===== config.mk =====
export PLATFORM = sky130hd
export DESIGN_NAME = binary_frame_parser
export DESIGN_NICKNAME = d
export VERILOG_FILES = /design/src/design/bfp_pkg.sv /design/src/design/binary_frame_parser.sv
export SDC_FILE = /design/constraint.sdc
export NUM_CORES = 1
export LEC_CHECK = 0
export BUFFER_PORTS_ARGS = -buffer_cell sky130_fd_sc_hd__buf_4
export CAP_MARGIN = 20
export CORE_ASPECT_RATIO = 1.2
export CORE_UTILIZATION = 55
export DETAILED_ROUTE_END_ITERATION = 10
export GPL_TIMING_DRIVEN = 0
export PLACE_DENSITY = 0.77
export SLEW_MARGIN = 25
export SYNTH_ARGS = -nofsm -noshare
export SYNTH_HDL_FRONTEND = slang
export SYNTH_SLANG_ARGS = --single-unit
export TNS_END_PERCENT = 50

===== constraint.sdc =====
create_clock -name clk_i -period 17 [get_ports clk_i]
set_input_delay 0.85 -clock clk_i [delete_from_list [all_inputs] [get_ports clk_i]]
set_output_delay 0.85 -clock clk_i [all_outputs]
set_load 0.03 [all_outputs]

===== src/design/bfp_pkg.sv =====
package bfp_pkg;

  // Parse phase codes
  localparam logic [2:0] PhHunt = 3'd0;
  localparam logic [2:0] PhIds  = 3'd1;
  localparam logic [2:0] PhLen  = 3'd2;
  localparam logic [2:0] PhData = 3'd3;
  localparam logic [2:0] PhCsum = 3'd4;

  // Configuration register indexes
  localparam logic [1:0] CfgHeaderByte = 2'd0;
  localparam logic [1:0] CfgMaxLen     = 2'd1;

  // Reset values of the configuration registers
  localparam logic [7:0] HeaderByteRst = 8'd170;
  localparam logic [8:0] MaxLenRst     = 9'd64;

  // Number of identifier bytes after the header
  localparam logic [8:0] IdBytes = 9'd4;

  // Result kinds
  localparam logic KindPayload = 1'b0;
  localparam logic KindVerdict = 1'b1;

  // Frame status codes
  localparam logic [1:0] StatusOk       = 2'd0;
  localparam logic [1:0] StatusMismatch = 2'd1;
  localparam logic [1:0] StatusRejected = 2'd2;

  // One result word
  typedef struct packed {
    logic       kind;
    logic [7:0] payload_byte;
    logic [7:0] payload_index;
    logic [7:0] node_id;
    logic [7:0] net_id;
    logic [7:0] message_id;
    logic [7:0] sequence_number;
    logic [7:0] frame_payload_len;
    logic [7:0] received_checksum;
    logic [7:0] computed_checksum;
    logic [1:0] frame_status;
  } bfp_result_t;

endpackage


===== src/design/binary_frame_parser.sv =====
// A result word is registered and appears on the output in the cycle after the byte that causes it.
// Throughput: one byte per cycle; input ready drops only while a result word waits
// in the output register and the consumer does not take it.
// Reset: asynchronous, active low; returns to hunting for the header, clears the
// counters, running sum and held fields, and restores both configuration registers.
module binary_frame_parser
  import bfp_pkg::*;
(
  input  logic       clk_i,
  input  logic       rst_ni,
  // Configuration write channel
  input  logic       cfg_valid_i,
  output logic       cfg_ready_o,
  input  logic [1:0] cfg_index_i,
  input  logic [8:0] cfg_data_i,
  // Input byte channel
  input  logic       in_valid_i,
  output logic       in_ready_o,
  input  logic [7:0] data_byte_i,
  // Result channel
  output logic       out_valid_o,
  input  logic       out_ready_i,
  output logic       result_kind_o,
  output logic [7:0] payload_byte_o,
  output logic [7:0] payload_index_o,
  output logic [7:0] node_id_o,
  output logic [7:0] net_id_o,
  output logic [7:0] message_id_o,
  output logic [7:0] sequence_number_o,
  output logic [7:0] frame_payload_len_o,
  output logic [7:0] received_checksum_o,
  output logic [7:0] computed_checksum_o,
  output logic [1:0] frame_status_o
);

  logic [7:0]  header_q;
  logic [8:0]  max_len_q;
  logic [2:0]  phase_q, phase_d;
  logic [7:0]  cnt_q, cnt_d;
  logic [7:0]  sum_q, sum_d;
  logic [7:0]  dev_q, dev_d;
  logic [7:0]  sys_q, sys_d;
  logic [7:0]  msg_q, msg_d;
  logic [7:0]  seq_q, seq_d;
  logic [7:0]  len_q, len_d;
  logic        out_valid_q, out_valid_d;
  bfp_result_t result_q, result_d;
  logic        emit;
  logic        accept;
  logic [8:0]  cnt_inc;
  logic [7:0]  sum_add;

  // Configuration is always taken at once.
  assign cfg_ready_o = 1'b1;

  always_ff @(posedge clk_i or negedge rst_ni) begin
    if (!rst_ni) begin
      header_q  <= HeaderByteRst;
      max_len_q <= MaxLenRst;
    end else if (cfg_valid_i) begin
      if (cfg_index_i == CfgHeaderByte) begin
        header_q <= cfg_data_i[7:0];
      end else if (cfg_index_i == CfgMaxLen) begin
        max_len_q <= cfg_data_i;
      end
    end
  end

  // A new byte is taken whenever the output register is free or is being emptied.
  assign in_ready_o = !out_valid_q || out_ready_i;
  assign accept     = in_valid_i && in_ready_o;

  assign cnt_inc = {1'b0, cnt_q} + 9'd1;
  assign sum_add = sum_q + data_byte_i;

  // Per-byte parser step.
  always_comb begin
    phase_d  = phase_q;
    cnt_d    = cnt_q;
    sum_d    = sum_q;
    dev_d    = dev_q;
    sys_d    = sys_q;
    msg_d    = msg_q;
    seq_d    = seq_q;
    len_d    = len_q;
    emit     = 1'b0;
    result_d = '0;

    unique case (phase_q)
      PhHunt: begin
        if (data_byte_i == header_q) begin
          phase_d = PhIds;
          cnt_d   = '0;
          sum_d   = header_q;
        end
      end
      PhIds: begin
        case (cnt_q)
          8'd0:    dev_d = data_byte_i;
          8'd1:    sys_d = data_byte_i;
          8'd2:    msg_d = data_byte_i;
          default: seq_d = data_byte_i;
        endcase
        sum_d = sum_add;
        cnt_d = cnt_inc[7:0];
        if (cnt_inc >= IdBytes) begin
          phase_d = PhLen;
        end
      end
      PhLen: begin
        len_d = data_byte_i;
        sum_d = sum_add;
        if ({1'b0, data_byte_i} >= max_len_q) begin
          // Length too large: verdict on the length byte itself.
          phase_d                    = PhHunt;
          emit                       = 1'b1;
          result_d.kind              = KindVerdict;
          result_d.computed_checksum = sum_add;
          result_d.frame_status      = StatusRejected;
        end else if (data_byte_i == 8'd0) begin
          phase_d = PhCsum;
        end else begin
          phase_d = PhData;
          cnt_d   = '0;
        end
      end
      PhData: begin
        sum_d = sum_add;
        cnt_d = cnt_inc[7:0];
        if (cnt_inc >= {1'b0, len_q}) begin
          phase_d = PhCsum;
        end
        emit                   = 1'b1;
        result_d.kind          = KindPayload;
        result_d.payload_byte  = data_byte_i;
        result_d.payload_index = cnt_q;
      end
      PhCsum: begin
        phase_d                    = PhHunt;
        emit                       = 1'b1;
        result_d.kind              = KindVerdict;
        result_d.received_checksum = data_byte_i;
        result_d.computed_checksum = sum_q;
        result_d.frame_status      = (data_byte_i == sum_q) ? StatusOk : StatusMismatch;
      end
      default: begin
        phase_d = PhHunt;
      end
    endcase

    // The header fields travel in both kinds of result.
    result_d.node_id           = dev_d;
    result_d.net_id            = sys_d;
    result_d.message_id        = msg_d;
    result_d.sequence_number   = seq_d;
    result_d.frame_payload_len = len_d;
  end

  // Parser state advances only on an accepted byte.
  always_ff @(posedge clk_i or negedge rst_ni) begin
    if (!rst_ni) begin
      phase_q <= PhHunt;
      cnt_q   <= '0;
      sum_q   <= '0;
      dev_q   <= '0;
      sys_q   <= '0;
      msg_q   <= '0;
      seq_q   <= '0;
      len_q   <= '0;
    end else if (accept) begin
      phase_q <= phase_d;
      cnt_q   <= cnt_d;
      sum_q   <= sum_d;
      dev_q   <= dev_d;
      sys_q   <= sys_d;
      msg_q   <= msg_d;
      seq_q   <= seq_d;
      len_q   <= len_d;
    end
  end

  // Output register valid flag.
  always_comb begin
    out_valid_d = out_valid_q;
    if (accept) begin
      out_valid_d = emit;
    end else if (out_ready_i) begin
      out_valid_d = 1'b0;
    end
  end

  always_ff @(posedge clk_i or negedge rst_ni) begin
    if (!rst_ni) begin
      out_valid_q <= 1'b0;
    end else begin
      out_valid_q <= out_valid_d;
    end
  end

  // Output register word; loaded only when a byte produces a result.
  always_ff @(posedge clk_i) begin
    if (accept && emit) begin
      result_q <= result_d;
    end
  end

  assign out_valid_o         = out_valid_q;
  assign result_kind_o       = result_q.kind;
  assign payload_byte_o      = result_q.payload_byte;
  assign payload_index_o     = result_q.payload_index;
  assign node_id_o           = result_q.node_id;
  assign net_id_o            = result_q.net_id;
  assign message_id_o        = result_q.message_id;
  assign sequence_number_o   = result_q.sequence_number;
  assign frame_payload_len_o = result_q.frame_payload_len;
  assign received_checksum_o = result_q.received_checksum;
  assign computed_checksum_o = result_q.computed_checksum;
  assign frame_status_o      = result_q.frame_status;

`ifndef SYNTH
  // A passing verdict must have matching checksums.
  a_ok_matches: assert property (@(posedge clk_i) disable iff (!rst_ni)
    out_valid_q && result_q.kind == KindVerdict && result_q.frame_status == StatusOk
    |-> result_q.received_checksum == result_q.computed_checksum)
    else $error("ok verdict with differing checksums");

  // A mismatch verdict must have differing checksums.
  a_bad_differs: assert property (@(posedge clk_i) disable iff (!rst_ni)
    out_valid_q && result_q.kind == KindVerdict && result_q.frame_status == StatusMismatch
    |-> result_q.received_checksum != result_q.computed_checksum)
    else $error("mismatch verdict with equal checksums");

  // Payload words stay inside the announced length.
  a_index_in_frame: assert property (@(posedge clk_i) disable iff (!rst_ni)
    out_valid_q && result_q.kind == KindPayload
    |-> result_q.payload_index < result_q.frame_payload_len)
    else $error("payload index beyond frame length");

  // A rejected frame carries no received checksum.
  a_reject_no_rx: assert property (@(posedge clk_i) disable iff (!rst_ni)
    out_valid_q && result_q.kind == KindVerdict && result_q.frame_status == StatusRejected
    |-> result_q.received_checksum == 8'd0)
    else $error("rejected verdict with a received checksum");

  // The parser is never in the payload phase with a zero length.
  a_data_len: assert property (@(posedge clk_i) disable iff (!rst_ni)
    phase_q == PhData |-> len_q != 8'd0 && cnt_q < len_q)
    else $error("payload phase with exhausted length");
`endif

endmodule


==> run metrics <==
Setup CP Type=in2reg; average size of a mapped cell=between 10 and 15 um^2; Clk Tree Root Cell=clkbuf_16; Reg-to-Reg End=message_id_o[1]; Final ANT Viol Nets=0; period utilization=between 20% and 30%; die area=13600 um^2; Worst Setup SP=data_byte_i[0]; cts-stage hold buffer count=0; register bit total from synthesis=about 150; Critical Path Start Type=primary input; Die H=between 100 and 150 um; Max rail drop VDD=between 0.09 and 0.1 mV; site row count=45; DRT Pass-1 Iters=5; CTS tree=done; YS warnings=0; clk sink count=152; Worst Max-Slew Pin Slew=between 1000 and 1500 ps; worst min-delay path class=in2async; Final Util=69.1%; Most flops, register=max_len_q; skew final=about 6.3 ps; Final min period=approximately 4600 ps; drt total wl=15.7 mm; # nets final=around 730; Mapped Area=about 7200 um^2; PD cells=about 180 nW/um^2; FF-to-FF setup slack=between 10000 and 15000 ps; clock slew at reported path FFs=roughly 60 ps; Clock Latency Late Sink=420 ps; Core ar.=approximately 13000 um^2; post-CTS sizing=0; synth top area cells=edfxtp_1 (31%), dfrtp_1 (25%), mux2_2 (13%), ha_1 (4.5%), xnor2_1 (2.1%); number of global-route vias before repair=4926; remaining routing DRC violations=0; asr flop ratio synth=50.7%; die span in x=about 110 um; Pins Over Slew Limit=0; status=complete, no violations; Final setup viols=0; CTS buffer count=17; prevailing post-synth register cell=edfxtp_1; # Max-Cap Violations=0; Synth area leader=edfxtp_1; initial antenna violation count=0; port buffer count=100; area delta synth->final=21.8%; half-perimeter wire length after placement=11.1 mm; leakage power=3.80 nW; final hold vios=0; RSZ-0062 raised after global routing=no; clk buf depth=2; Fillers=between 900 and 1k; Worst R2R Start=max_len_q[6]; fraction of the yosys area taken by sequential cells=between 50% and 60%; wire length per cell=18.3 um; Place WS=approximately 12000 ps; CP required=approximately 17000 ps; largest net degree at the start of global routing=between 70 and 80; CP arrival=between 4000 and 5000 ps; H-Tree Depth=4; Final Wtd Congestion=roughly 0.9; Post-Layout Inst Area=between 8000 and 9000 um^2; Max Freq=roughly 0.22 GHz; io pins=102; FF-to-FF path depth=10; DR vias/cell=~5.7; placed instance area=between 8000 and 9000 um^2; postcts setup bufs=0; Initial DRC Count=~360; area share of the largest cell type after synthesis=31.2%; setup ws final=~12000 ps; syn nets=a little over 600; EDFF count, synth=75; Initial Utilization=a little under three fifths; antenna cells=0; Fin Setup TNS=0 ps; grt ovf=0; Yosys cell types=56; vias=4892; GRT Overall Usage=about 25%; layout cell share with drive strength beyond 1=34.7%; Crit. End Element=register; Max FO, Critical Path=31; Max transition margin=30.5%; number of flip-flops under the largest register name=9; global-route wire length before repair=25.2 mm; Post-Synthesis Cells=557
report_power, final:
group / switching [mW] / leakage [nW] / internal [mW]
registers: 0.0595 / 1.66 / 0.537
clock network: 0.155 / 0.262 / 0.194
logic: 0.356 / 1.88 / 0.247
critical path: stages:
cell	delay, ps
buf_4	90
clkbuf_1	500
inv_1	370
ha_1	370
nand2b_1	100
a211o_1	120
a21oi_1	100
nor3_1	800
nor3b_1	260
nor2_4	650
buf_16	260
buf_12	210
routing by layer:
metal	track usage (%)	up-vias	routed length (um)
met5	0	-	0
met4	9.19	0	397
met3	6.33	37	750
met2	42.4	192	8090
met1	30.0	2387	6440
li1	-	2276	-
cells in the final DEF (no fill, tap or decap), types with 3 or more instances in the layout:
master	Yosys	final
buf_4	1	100
mux2_2	81	81
edfxtp_1	75	75
dfrtp_1	72	72
nand2_1	38	38
o21ai_0	29	29
ha_1	26	26
nor2_1	26	25
inv_1	24	24
clkbuf_1	21	21
and3_1	21	21
xnor2_1	17	17
clkbuf_16	0	17
a21oi_1	11	11
a22o_1	8	8
mux2i_1	8	8
nor3_1	7	7
nand3_1	6	6
a31oi_1	5	5
nand2b_1	5	5
o41ai_1	5	5
dfstp_2	5	5
nor4_1	4	4
xor2_1	4	4
nor2_8	4	4
o211ai_1	4	4
o31ai_1	4	4
clkinv_4	0	4
clkinvlp_4	0	4
nand4_1	3	3
nand2_4	3	3
nor3b_1	4	3
inv_8	0	3
worst max path at each step:
stage	endpoint	slack, ps
2_1_floorplan	computed_checksum_o[0]	10990
3_5_place_dp	sequence_number_o[4]	12140
3_3_place_gp	message_id_o[7]	8850
5_1_grt	message_id_o[1]	12280
6_report	message_id_o[1]	12450
4_1_cts	message_id_o[1]	12550
layout make-up:
class / count / area, um^2 / share of cell area, %
Inverter: 24 / 90.1 / 1.03
Buffer: 26 / 111 / 1.27
Multi-Input combinational cell: 355 / 2840 / 32.3
Timing Repair Buffer: 102 / 802 / 9.13
Sequential cell: 152 / 4190 / 47.6
Clock inverter: 14 / 116 / 1.32
Tap cell: 164 / 205 / 2.34
Clock buffer: 18 / 439 / 5.00
Yosys cell counts (11+ instances only):
master     n
a21oi_1   11
xnor2_1   17
dfrtp_1   72
ha_1      26
inv_1     24
o21ai_0   29
nand2_1   38
edfxtp_1  75
mux2_2    81
nor2_1    26
and3_1    21
clkbuf_1  21
kinds of logic after synthesis:
kind of cell | count (synthesis) | share of synthesized area [%]
simple gates | 136 | 10.6
buf+inv | 50 | 2.79
xor+xnor | 21 | 2.55
fa+ha+maj | 27 | 4.79
compound gates | 79 | 7.11
flops | 152 | 58.0
other cells | 1 | 0.0520
mux | 91 | 14.1
metrics by stage:
step | power [mW] | hold WS [ps] | std cells
CTS | 1.55 | 499 | 855
global placement | 1.17 | 468 | 821
detailed placement | 1.20 | 479 | 823
floorplan | 1.01 | 458 | 557
finish | 1.55 | 446 | 855
global route | 1.63 | 497 | 855
Power figures use the tool's default switching activity.
